File: src/rtl/i2crm_pkg.sv
// ----------------------------------------------------------------------------
// i2crm_pkg - shared types and constants of the i2c register master
// Word layouts of the item and result channels, configuration write
// bundle, buffer sizing and configuration register indexes.
// ----------------------------------------------------------------------------
package i2crm_pkg;

    // write buffer sizing
    localparam int BUF_DEPTH = 16;
    localparam int BUF_IDX_W = 4;
    localparam int LEN_W     = 5;

    // configuration port
    localparam int CFG_IDX_W  = 4;
    localparam int CFG_DATA_W = 8;

    localparam logic [CFG_IDX_W-1:0] CFG_RETRY_LIMIT = CFG_IDX_W'(0);
    localparam logic [CFG_IDX_W-1:0] CFG_PHASE_TICKS = CFG_IDX_W'(1);

    localparam logic [CFG_DATA_W-1:0] RETRY_LIMIT_RST = 8'd10;
    localparam logic [CFG_DATA_W-1:0] PHASE_TICKS_RST = 8'd3;

    // input word
    typedef struct packed {
        logic [1:0]           cmd;
        logic [7:0]           device_addr;
        logic [15:0]          reg_addr;
        logic                 reg_wide;
        logic                 is_read;
        logic [LEN_W-1:0]     length;
        logic [BUF_IDX_W-1:0] byte_index;
        logic [7:0]           write_byte;
        logic                 sda_in;
    } t_in_word;

    // result word
    typedef struct packed {
        logic                 scl_out;
        logic                 sda_out;
        logic                 read_valid;
        logic [BUF_IDX_W-1:0] read_index;
        logic [7:0]           read_byte;
        logic                 busy_res;
        logic                 done_res;
        logic                 status;
    } t_out_word;

    // configuration write bundle
    typedef struct packed {
        logic                  we;
        logic [CFG_IDX_W-1:0]  index;
        logic [CFG_DATA_W-1:0] data;
    } t_cfg_wr;

endpackage

File: src/rtl/i2crm_seq.sv
// ----------------------------------------------------------------------------
// i2crm_seq - line phase sequencer
// Holds the transaction state, the write buffer and the configuration
// registers; advances one step per word and forms that word's result.
// ----------------------------------------------------------------------------
module i2crm_seq (
    input  logic                 i_clk,
    input  logic                 i_rst_n,
    input  logic                 i_step,
    input  i2crm_pkg::t_in_word  i_word,
    input  i2crm_pkg::t_cfg_wr   i_cfg,
    output i2crm_pkg::t_out_word o_res
);

    // command codes
    localparam logic [1:0] CMD_TICK  = 2'd0;
    localparam logic [1:0] CMD_LOAD  = 2'd1;
    localparam logic [1:0] CMD_BEGIN = 2'd2;

    // segment codes
    localparam logic [3:0] SEG_IDLE    = 4'd0;
    localparam logic [3:0] SEG_STOP_A  = 4'd1;
    localparam logic [3:0] SEG_START_A = 4'd2;
    localparam logic [3:0] SEG_ID      = 4'd3;
    localparam logic [3:0] SEG_REGHI   = 4'd4;
    localparam logic [3:0] SEG_REGLO   = 4'd5;
    localparam logic [3:0] SEG_DATA    = 4'd6;
    localparam logic [3:0] SEG_STOP_M  = 4'd7;
    localparam logic [3:0] SEG_START_M = 4'd8;
    localparam logic [3:0] SEG_IDR     = 4'd9;
    localparam logic [3:0] SEG_READ    = 4'd10;
    localparam logic [3:0] SEG_STOP_F  = 4'd11;
    localparam logic [3:0] SEG_TAIL    = 4'd12;

    localparam logic [i2crm_pkg::LEN_W-1:0] DEPTH_L = i2crm_pkg::LEN_W'(i2crm_pkg::BUF_DEPTH);

    function automatic logic is_byte_seg(input logic [3:0] s);
        return (s == SEG_ID) || (s == SEG_REGHI) || (s == SEG_REGLO) || (s == SEG_DATA)
            || (s == SEG_IDR) || (s == SEG_READ);
    endfunction

    function automatic logic [2:0] seg_length(input logic [3:0] s);
        logic [2:0] len;
        case (s)
            SEG_STOP_A, SEG_STOP_M:   len = 3'd5;
            SEG_STOP_F:               len = 3'd4;
            SEG_START_A, SEG_START_M: len = 3'd3;
            default:                  len = 3'd1;
        endcase
        return len;
    endfunction

    // state registers
    logic [7:0]                  r_retry_limit, r_phase_ticks;
    logic [3:0]                  r_state, n_state;
    logic [2:0]                  r_sub, n_sub;
    logic [7:0]                  r_tick, n_tick;
    logic [3:0]                  r_bit, n_bit;
    logic [7:0]                  r_shift, n_shift;
    logic [i2crm_pkg::LEN_W-1:0] r_byte_count, n_byte_count;
    logic [7:0]                  r_attempt, n_attempt;
    logic                        r_pend_fail, n_pend_fail;
    logic [7:0]                  r_dev, n_dev;
    logic [15:0]                 r_reg, n_reg;
    logic                        r_wide, n_wide;
    logic                        r_rd, n_rd;
    logic [i2crm_pkg::LEN_W-1:0] r_len, n_len;
    logic                        r_scl, n_scl;
    logic                        r_sda, n_sda;
    logic [7:0]                  r_wbuf [i2crm_pkg::BUF_DEPTH];

    // step controls
    logic                        do_enter, do_act, do_fail;
    logic [3:0]                  enter_seg;
    logic [7:0]                  tick_lim, try_lim;
    logic                        ack;
    logic [i2crm_pkg::LEN_W-1:0] beg_len;
    logic                        em_valid, em_done, em_status;
    logic [i2crm_pkg::BUF_IDX_W-1:0] em_index;
    logic [7:0]                  em_byte;

    assign tick_lim = (r_phase_ticks == 8'd0) ? 8'd1 : r_phase_ticks;
    assign try_lim  = (r_retry_limit == 8'd0) ? 8'd1 : r_retry_limit;
    assign ack      = ~i_word.sda_in;

    // next state for one word
    always_comb begin
        n_state      = r_state;
        n_sub        = r_sub;
        n_tick       = r_tick;
        n_bit        = r_bit;
        n_shift      = r_shift;
        n_byte_count = r_byte_count;
        n_attempt    = r_attempt;
        n_pend_fail  = r_pend_fail;
        n_dev        = r_dev;
        n_reg        = r_reg;
        n_wide       = r_wide;
        n_rd         = r_rd;
        n_len        = r_len;
        n_scl        = r_scl;
        n_sda        = r_sda;
        do_enter     = 1'b0;
        do_act       = 1'b0;
        do_fail      = 1'b0;
        enter_seg    = SEG_IDLE;
        em_valid     = 1'b0;
        em_index     = '0;
        em_byte      = '0;
        em_done      = 1'b0;
        em_status    = 1'b0;
        beg_len      = (i_word.length > DEPTH_L) ? DEPTH_L : i_word.length;

        // command decode
        unique case (i_word.cmd)
            CMD_TICK: begin
                if (r_state != SEG_IDLE) begin
                    n_tick = r_tick + 8'd1;
                    if (n_tick >= tick_lim) begin
                        n_tick = 8'd0;
                        if (is_byte_seg(r_state)) begin
                            if (r_sub < 3'd2) begin
                                n_sub  = r_sub + 3'd1;
                                do_act = 1'b1;
                            end else if (r_bit < 4'd8) begin
                                n_shift = {r_shift[6:0],
                                           (r_state == SEG_READ) & i_word.sda_in};
                                n_bit   = r_bit + 4'd1;
                                n_sub   = 3'd0;
                                do_act  = 1'b1;
                            end else begin
                                // byte with its acknowledge slot is over
                                unique case (r_state)
                                    SEG_ID: begin
                                        if (!ack) begin
                                            do_fail = 1'b1;
                                        end else begin
                                            do_enter  = 1'b1;
                                            enter_seg = r_wide ? SEG_REGHI : SEG_REGLO;
                                        end
                                    end
                                    SEG_REGHI: begin
                                        do_enter  = 1'b1;
                                        enter_seg = SEG_REGLO;
                                    end
                                    SEG_REGLO: begin
                                        if (!ack) begin
                                            do_fail = 1'b1;
                                        end else if (r_rd) begin
                                            do_enter  = 1'b1;
                                            enter_seg = SEG_STOP_M;
                                        end else begin
                                            n_byte_count = '0;
                                            n_pend_fail  = 1'b0;
                                            do_enter     = 1'b1;
                                            enter_seg    = (r_len != '0) ? SEG_DATA
                                                                         : SEG_STOP_F;
                                        end
                                    end
                                    SEG_DATA: begin
                                        do_enter = 1'b1;
                                        if (!ack) begin
                                            n_pend_fail = 1'b1;
                                            enter_seg   = SEG_STOP_F;
                                        end else begin
                                            n_byte_count = r_byte_count + 1'b1;
                                            enter_seg    = (n_byte_count < r_len) ? SEG_DATA
                                                                                  : SEG_STOP_F;
                                        end
                                    end
                                    SEG_IDR: begin
                                        if (!ack) begin
                                            do_fail = 1'b1;
                                        end else begin
                                            n_byte_count = '0;
                                            n_pend_fail  = 1'b0;
                                            do_enter     = 1'b1;
                                            enter_seg    = SEG_READ;
                                        end
                                    end
                                    default: begin
                                        em_valid     = 1'b1;
                                        em_index     = r_byte_count[i2crm_pkg::BUF_IDX_W-1:0];
                                        em_byte      = r_shift;
                                        n_byte_count = r_byte_count + 1'b1;
                                        do_enter     = 1'b1;
                                        enter_seg    = (n_byte_count < r_len) ? SEG_READ
                                                                              : SEG_STOP_F;
                                    end
                                endcase
                            end
                        end else if ((r_sub + 3'd1) < seg_length(r_state)) begin
                            n_sub  = r_sub + 3'd1;
                            do_act = 1'b1;
                        end else begin
                            // end of a line segment
                            unique case (r_state)
                                SEG_STOP_A: begin
                                    do_enter  = 1'b1;
                                    enter_seg = SEG_START_A;
                                end
                                SEG_START_A: begin
                                    do_enter  = 1'b1;
                                    enter_seg = SEG_ID;
                                end
                                SEG_STOP_M: begin
                                    do_enter  = 1'b1;
                                    enter_seg = SEG_START_M;
                                end
                                SEG_START_M: begin
                                    do_enter  = 1'b1;
                                    enter_seg = SEG_IDR;
                                end
                                SEG_STOP_F: begin
                                    do_enter = 1'b1;
                                    if (r_pend_fail && (r_attempt < try_lim)) begin
                                        n_attempt   = r_attempt + 8'd1;
                                        n_pend_fail = 1'b0;
                                        enter_seg   = SEG_STOP_A;
                                    end else begin
                                        enter_seg = SEG_TAIL;
                                    end
                                end
                                default: begin
                                    n_state   = SEG_IDLE;
                                    n_sub     = 3'd0;
                                    n_tick    = 8'd0;
                                    em_done   = 1'b1;
                                    em_status = r_pend_fail;
                                end
                            endcase
                        end
                    end
                end
            end
            CMD_LOAD: begin
                // buffer write handled in the clocked block
            end
            CMD_BEGIN: begin
                if (r_state == SEG_IDLE) begin
                    n_dev        = i_word.device_addr;
                    n_reg        = i_word.reg_wide ? i_word.reg_addr
                                                   : {8'd0, i_word.reg_addr[7:0]};
                    n_wide       = i_word.reg_wide;
                    n_rd         = i_word.is_read;
                    n_len        = (i_word.is_read && beg_len == '0)
                                   ? i2crm_pkg::LEN_W'(1) : beg_len;
                    n_attempt    = 8'd1;
                    n_byte_count = '0;
                    n_pend_fail  = 1'b0;
                    do_enter     = 1'b1;
                    enter_seg    = SEG_STOP_A;
                end
            end
            default: begin
            end
        endcase

        // missing acknowledge: retry or give up
        if (do_fail) begin
            do_enter = 1'b1;
            if (r_attempt < try_lim) begin
                n_attempt = r_attempt + 8'd1;
                enter_seg = SEG_STOP_A;
            end else begin
                n_pend_fail = 1'b1;
                enter_seg   = SEG_TAIL;
            end
        end

        // segment entry
        if (do_enter) begin
            n_state = enter_seg;
            n_sub   = 3'd0;
            n_bit   = 4'd0;
            n_tick  = 8'd0;
            do_act  = 1'b1;
            case (enter_seg)
                SEG_ID:    n_shift = n_dev;
                SEG_REGHI: n_shift = n_reg[15:8];
                SEG_REGLO: n_shift = n_reg[7:0];
                SEG_DATA:  n_shift = (n_byte_count < DEPTH_L)
                                     ? r_wbuf[n_byte_count[i2crm_pkg::BUF_IDX_W-1:0]] : 8'd0;
                SEG_IDR:   n_shift = n_dev | 8'h01;
                SEG_READ:  n_shift = 8'd0;
                default:   n_shift = n_shift;
            endcase
        end

        // line levels for the phase just entered
        if (do_act) begin
            if (is_byte_seg(n_state)) begin
                if (n_sub == 3'd0) begin
                    n_scl = 1'b0;
                end else if (n_sub == 3'd2) begin
                    n_scl = 1'b1;
                end else if (n_state == SEG_READ) begin
                    n_sda = (n_bit < 4'd8) ? 1'b1
                          : (({1'b0, n_byte_count} + 6'd1) >= {1'b0, n_len});
                end else begin
                    n_sda = (n_bit < 4'd8) ? n_shift[7] : 1'b1;
                end
            end else begin
                case (n_state) inside
                    SEG_STOP_A, SEG_STOP_M, SEG_STOP_F: begin
                        case (n_sub)
                            3'd0:    n_scl = 1'b0;
                            3'd1:    n_sda = 1'b0;
                            3'd2:    n_scl = 1'b1;
                            3'd3:    n_sda = 1'b1;
                            default: n_scl = n_scl;
                        endcase
                    end
                    SEG_START_A, SEG_START_M: begin
                        if (n_sub == 3'd0) begin
                            n_scl = 1'b1;
                        end else if (n_sub == 3'd1) begin
                            n_sda = 1'b1;
                        end else begin
                            n_sda = 1'b0;
                        end
                    end
                    default: n_sda = n_sda;
                endcase
            end
        end
    end

    // result of this word
    always_comb begin
        o_res.scl_out    = n_scl;
        o_res.sda_out    = n_sda;
        o_res.read_valid = em_valid;
        o_res.read_index = em_index;
        o_res.read_byte  = em_byte;
        o_res.busy_res   = (n_state != SEG_IDLE);
        o_res.done_res   = em_done;
        o_res.status     = em_status;
    end

    // state update
    always_ff @(posedge i_clk) begin
        if (!i_rst_n) begin
            r_state      <= SEG_IDLE;
            r_sub        <= 3'd0;
            r_tick       <= 8'd0;
            r_bit        <= 4'd0;
            r_shift      <= 8'd0;
            r_byte_count <= '0;
            r_attempt    <= 8'd0;
            r_pend_fail  <= 1'b0;
            r_dev        <= 8'd0;
            r_reg        <= 16'd0;
            r_wide       <= 1'b0;
            r_rd         <= 1'b0;
            r_len        <= '0;
            r_scl        <= 1'b1;
            r_sda        <= 1'b1;
        end else if (i_step) begin
            r_state      <= n_state;
            r_sub        <= n_sub;
            r_tick       <= n_tick;
            r_bit        <= n_bit;
            r_shift      <= n_shift;
            r_byte_count <= n_byte_count;
            r_attempt    <= n_attempt;
            r_pend_fail  <= n_pend_fail;
            r_dev        <= n_dev;
            r_reg        <= n_reg;
            r_wide       <= n_wide;
            r_rd         <= n_rd;
            r_len        <= n_len;
            r_scl        <= n_scl;
            r_sda        <= n_sda;
        end
    end

    // configuration registers
    always_ff @(posedge i_clk) begin
        if (!i_rst_n) begin
            r_retry_limit <= i2crm_pkg::RETRY_LIMIT_RST;
            r_phase_ticks <= i2crm_pkg::PHASE_TICKS_RST;
        end else if (i_cfg.we) begin
            unique case (i_cfg.index)
                i2crm_pkg::CFG_RETRY_LIMIT: r_retry_limit <= i_cfg.data;
                i2crm_pkg::CFG_PHASE_TICKS: r_phase_ticks <= i_cfg.data;
                default: begin
                end
            endcase
        end
    end

    // write buffer
    always_ff @(posedge i_clk) begin
        if (i_step && i_word.cmd == CMD_LOAD) begin
            r_wbuf[i_word.byte_index] <= i_word.write_byte;
        end
    end

    // checks
    a_busy_has_attempt: assert property (@(posedge i_clk) disable iff (!i_rst_n)
        (r_state != SEG_IDLE) |-> (r_attempt != 8'd0))
        else $error("busy with no attempt counted");

    a_bit_range: assert property (@(posedge i_clk) disable iff (!i_rst_n)
        (r_bit <= 4'd8) && (r_byte_count <= DEPTH_L))
        else $error("bit or byte counter out of range");

    a_done_to_idle: assert property (@(posedge i_clk) disable iff (!i_rst_n)
        (i_step && o_res.done_res) |=> (r_state == SEG_IDLE))
        else $error("done reported without returning to idle");

    a_byte_sub_range: assert property (@(posedge i_clk) disable iff (!i_rst_n)
        is_byte_seg(r_state) |-> (r_sub <= 3'd2))
        else $error("byte segment phase out of range");

endmodule

File: src/rtl/i2c_register_master_core.sv
// ----------------------------------------------------------------------------
// i2c_register_master_core - i2c register transaction master
// Data path: an accepted word is held in the input word register; its result
//   word is registered in the result word register when the sequencer steps.
// Throughput: one word per sequencer step, each cycle unless output stalls.
// Reset: synchronous active low; idle, lines released, retry limit 10,
//   phase ticks 3; write buffer contents undefined until loaded.
// ----------------------------------------------------------------------------
module i2c_register_master_core (
    input  logic                                i_clk,
    input  logic                                i_rst_n,
    input  logic                                i_in_valid,
    output logic                                o_in_stall,
    input  i2crm_pkg::t_in_word                 i_in_word,
    output logic                                o_out_valid,
    input  logic                                i_out_stall,
    output i2crm_pkg::t_out_word                o_out_word,
    input  logic                                i_cfg_valid,
    output logic                                o_cfg_ready,
    input  logic [i2crm_pkg::CFG_IDX_W-1:0]     i_cfg_index,
    input  logic [i2crm_pkg::CFG_DATA_W-1:0]    i_cfg_data
);

    logic                 r_in_valid;
    i2crm_pkg::t_in_word  r_in_word;
    logic                 r_out_valid;
    i2crm_pkg::t_out_word r_out_word;
    i2crm_pkg::t_out_word seq_res;
    i2crm_pkg::t_cfg_wr   cfg_wr;
    logic                 in_take;
    logic                 step;

    // handshake control
    assign step        = r_in_valid && (!r_out_valid || !i_out_stall);
    assign o_in_stall  = r_in_valid && !step;
    assign in_take     = i_in_valid && !o_in_stall;
    assign o_cfg_ready = 1'b1;
    assign o_out_valid = r_out_valid;
    assign o_out_word  = r_out_word;

    // configuration write bundle
    always_comb begin
        cfg_wr.we    = i_cfg_valid && o_cfg_ready;
        cfg_wr.index = i_cfg_index;
        cfg_wr.data  = i_cfg_data;
    end

    // input word register
    always_ff @(posedge i_clk) begin
        if (!i_rst_n) begin
            r_in_valid <= 1'b0;
        end else if (in_take) begin
            r_in_valid <= 1'b1;
        end else if (step) begin
            r_in_valid <= 1'b0;
        end
    end

    always_ff @(posedge i_clk) begin
        if (in_take) begin
            r_in_word <= i_in_word;
        end
    end

    // sequencer
    i2crm_seq u_seq (
        .i_clk   (i_clk),
        .i_rst_n (i_rst_n),
        .i_step  (step),
        .i_word  (r_in_word),
        .i_cfg   (cfg_wr),
        .o_res   (seq_res)
    );

    // result word register
    always_ff @(posedge i_clk) begin
        if (!i_rst_n) begin
            r_out_valid <= 1'b0;
        end else if (step) begin
            r_out_valid <= 1'b1;
        end else if (!i_out_stall) begin
            r_out_valid <= 1'b0;
        end
    end

    always_ff @(posedge i_clk) begin
        if (step) begin
            r_out_word <= seq_res;
        end
    end

endmodule
File: config.mk
export PLATFORM = sky130hd
export DESIGN_NAME = i2c_register_master_core
export DESIGN_NICKNAME = d
export VERILOG_FILES = /design/src/rtl/i2crm_pkg.sv /design/src/rtl/i2crm_seq.sv /design/src/rtl/i2c_register_master_core.sv
export SDC_FILE = /design/constraint.sdc
export NUM_CORES = 1
export LEC_CHECK = 0
export ABC_AREA = 1
export BUFFER_PORTS_ARGS = -buffer_cell sky130_fd_sc_hd__buf_2
export CAP_MARGIN = 15
export CORE_UTILIZATION = 45
export CTS_BUF_LIST = sky130_fd_sc_hd__clkbuf_4
export DETAILED_ROUTE_END_ITERATION = 8
export SLEW_MARGIN = 30
export SYNTH_ARGS = -nofsm -noshare
export SYNTH_HDL_FRONTEND = slang
export SYNTH_SLANG_ARGS = --single-unit
File: constraint.sdc
create_clock -name i_clk -period 6.19 [get_ports i_clk]
set_clock_uncertainty 0.05 [all_clocks]
set_input_delay 0.619 -clock i_clk [delete_from_list [all_inputs] [get_ports i_clk]]
set_output_delay 0.619 -clock i_clk [all_outputs]
set_load 0.05 [all_outputs]
==> impl_metrics.py <==
metrics = {
    "critical_path": {
        "r2r_slack_ns": 1.39,
        "startpoint": "u_seq.r_tick[0]",
        "setup.worst_path.end_class": "flop",
        "crit_path_start_kind": "flop",
        "required_ns": 6.55,
        "reg2reg_from": "u_seq.r_tick[0]",
        "path_max_fanout": 22,
        "worstSetupPathType": "reg2reg",
        "critical_path_arrival_ns": 5.17,
    },
    "drt": {
        "drcViolationCount": 1,
        "drt_iter0_markers": 759,
        "ant_nets": 0,
        "routed_wl_um": 35400,
        "vias": 11300,
        "dr.pass1.iters": 7,
        "wl_per_cell_um": 16.4,
        "avgViaCountPerCell": 5.26,
    },
    "hold_path": {
        "hp-class": "in2reg",
        "hold_start": "i_in_word[7]",
    },
    "synth": {
        "yosys.area_share.simple_pct": 20.3,
        "synth_compound_area_share_pct": 13.0,
        "yosys_warnings": 0,
        "ys_async_sr_fraction_pct": 0,
        "yosysSeqAreaShare_pct": 54.5,
        "yosys-mux-area-fraction_pct": 1.36,
        "syn_inst": 1540,
        "synth_enable_flop_cells": 192,
        "synthDistinctLibCells": 57,
        "synth_ff_type": "edfxtp_1",
        "synth_nets": 1636,
        "synth_top_family_by_area": "simple AND/OR/NAND/NOR gates",
        "postSynthRegisterBits": 284,
        "synth_fa_ha_area_share_pct": 2.96,
        "syn_area_per_cell_um2": 9.07,
        "syn_area_um2": 14000,
        "synthXorXnorAreaFrac_pct": 0.878,
    },
    "global_routing": {
        "grt_max_degree": 57,
        "grt_pass1_wl_um": 56000,
        "overflow": 0,
        "grt_pass1_vias": 10900,
        "grt.total_usage_pct": 22.9,
        "antenna_found_initial": 1,
    },
    "placement": {
        "pre_cts_ws_ns": 1.45,
        "place_inst": 1974,
        "io_buffers": 82,
        "globalplace.congestion": 0.907,
        "hpwl_um": 23700,
    },
    "layout": {
        "layoutNonFillerInstCount": 2156,
        "top_register": "u_seq.r_wbuf",
        "area_growth_pct": 15.2,
        "largest_reg_flops": 128,
        "drive_gt1_share_pct": 17.3,
        "nets": 1798,
    },
    "clocking": {
        "holdBufCountCts": 37,
        "htree_levels": 3,
        "clock_sinks": 284,
        "path_clk_slew_ns": 0.06,
        "numCtsBuffers": 79,
        "cts_tree": "done",
        "worstSkewPairLatency_ns": 0.71,
        "post_cts_resized": 0,
        "cts-root-buf": "clkbuf_4",
        "postCtsSetupBuffers": 0,
        "clock_path_buffers": 3,
    },
    "floorplan": {
        "die_x_um": 178,
        "core_area_um2": 30600,
        "core.rowCount": 64,
        "ioPinCount": 84,
        "die_h_um": 178,
        "dieArea_um2": 31700,
        "start_util_pct": 45.7,
    },
    "timing": {
        "slew_headroom_pct": 43.9,
        "fmax_mhz": 208,
        "rsz0062_at_grt": "false",
        "setup_slack_ns": 1.39,
        "post-route-min-period_ns": 4.80,
        "hold_violations": 0,
        "worst_pin_slew_ns": 0.841,
        "slew_violations": 0,
        "setup_violations": 0,
        "layout_worst_path_cycle_share_pct": 77.6,
        "tns_ns": 0,
    },
    "outcome": {
        "status": "finished, violations left",
        "violations": "design-rule violations",
    },
    "power_and_ir_drop": {
        "power_leakage_nw": 6.50,
        "ir_worst_vdd_mv": 0.184,
        "power_density_nw_per_um2": 263,
    },
    "job": {
        "maxCapViolations": 0,
    },
}
-- synthesized netlist by cell type (9+ instances only) --
| cell | number | area [µm²] |
|---|---|---|
| nand2_2 | 14 | 87.6 |
| nor3_1 | 24 | 120 |
| nand3_1 | 85 | 425 |
| nor2_1 | 173 | 649 |
| dfxtp_1 | 92 | 1840 |
| o21ai_1 | 10 | 50.1 |
| clkbuf_1 | 27 | 101 |
| edfxtp_1 | 192 | 5770 |
| inv_1 | 165 | 619 |
| a21oi_1 | 103 | 515 |
| buf_2 | 13 | 65.1 |
| nand2_1 | 282 | 1060 |
| nor2_2 | 9 | 56.3 |
| ha_1 | 33 | 413 |
| o211ai_1 | 48 | 360 |
| mux2i_1 | 19 | 190 |
| inv_2 | 18 | 67.6 |
| o21ai_0 | 92 | 460 |
| xor2_1 | 10 | 87.6 |
| or2_2 | 29 | 181 |
-- cell type report --
type / instances / area [µm²]
Antenna cell: 2 / 5.00
Clock buffer: 119 / 893
Clock inverter: 18 / 81.3
Fill cell: 2888 / 14500
Inverter: 185 / 698
Multi-Input combinational cell: 1017 / 5390
Sequential cell: 284 / 7610
Tap cell: 396 / 495
Timing Repair Buffer: 135 / 916
-- critical path, stage by stage (launching register included) --
cell and delay, ns:
dfxtp_1 0.40, ha_1 0.21, nand3_1 0.11, nand3b_1 0.19, xor2_1 0.17, ha_1 0.28, nand2_1 0.06, o21a_1 0.18
nand2_1 0.16, nand2_4 0.11, a21oi_1 0.18, nand2_2 0.10, nand2_2 0.37, inv_2 0.11, ha_1 0.31, ha_1 0.26
a21boi_0 0.12, o21a_1 0.17, o21ai_0 0.15, nand2_1 0.06, a211oi_1 0.24, o311ai_1 0.13, nand2_1 0.17, nand2_1 0.07
nand2_1 0.08, a21boi_1 0.07
-- cells by family (layout without fill, tap and decap cells) --
group | after synthesis | after routing
buf+inv | 239 | 457
simple gates | 645 | 645
xor+xnor | 14 | 14
mux | 19 | 19
other cells | 1 | 3
fa+ha+maj | 33 | 33
compound gates | 305 | 305
flops | 284 | 284
-- layout by cell type, fill, tap and decap left out, types with 48 or more instances in the layout --
master and n:
o21ai_0 92, nand3_1 85, dfxtp_1 92, buf_2 82, edfxtp_1 192, nand2_1 282, a21oi_1 103, inv_1 163
clkbuf_4 119, o211ai_1 48, nor2_1 173
-- per-stage QoR --
step / cell area (µm²) / hold WS, ns / utilization [%] / total power (W)
detailed placement: 14700 / 0.402 / 48.0 / 0.00261
finish: 16100 / 0.0569 / 52.6 / 0.00424
global route: 16100 / 0.00129 / 52.6 / 0.00445
CTS: 16000 / 0.00129 / 52.4 / 0.00429
global placement: 14700 / 0.386 / 48.0 / 0.00261
floorplan: 14000 / 0.373 / - / 0.00248
-- layer usage --
metal	track usage (%)	up-vias	routed length [µm]
met3	4.18	69	1830
li1	-	5636	-
met5	0	-	0
met1	30.0	5324	15900
met2	37.5	312	16700
met4	8.94	0	948
-- where the power goes --
group / internal [W] / switching [W]
sequential: 0.00207 / 0.0000452
combinational: 0.000158 / 0.000320
clock: 0.000874 / 0.000768
total: 0.00310 / 0.00113
-- path summary, 6_finish.rpt --
kind,cells past startpoint,endpoint
worst max-delay path,25,o_out_word[16]
worst min register to register,2,u_seq.r_reg[15]
worst max register to register,25,o_out_word[16]
worst min-delay path,1,r_in_word[7]
No activity file was read; power rests on OpenSTA's default activity.
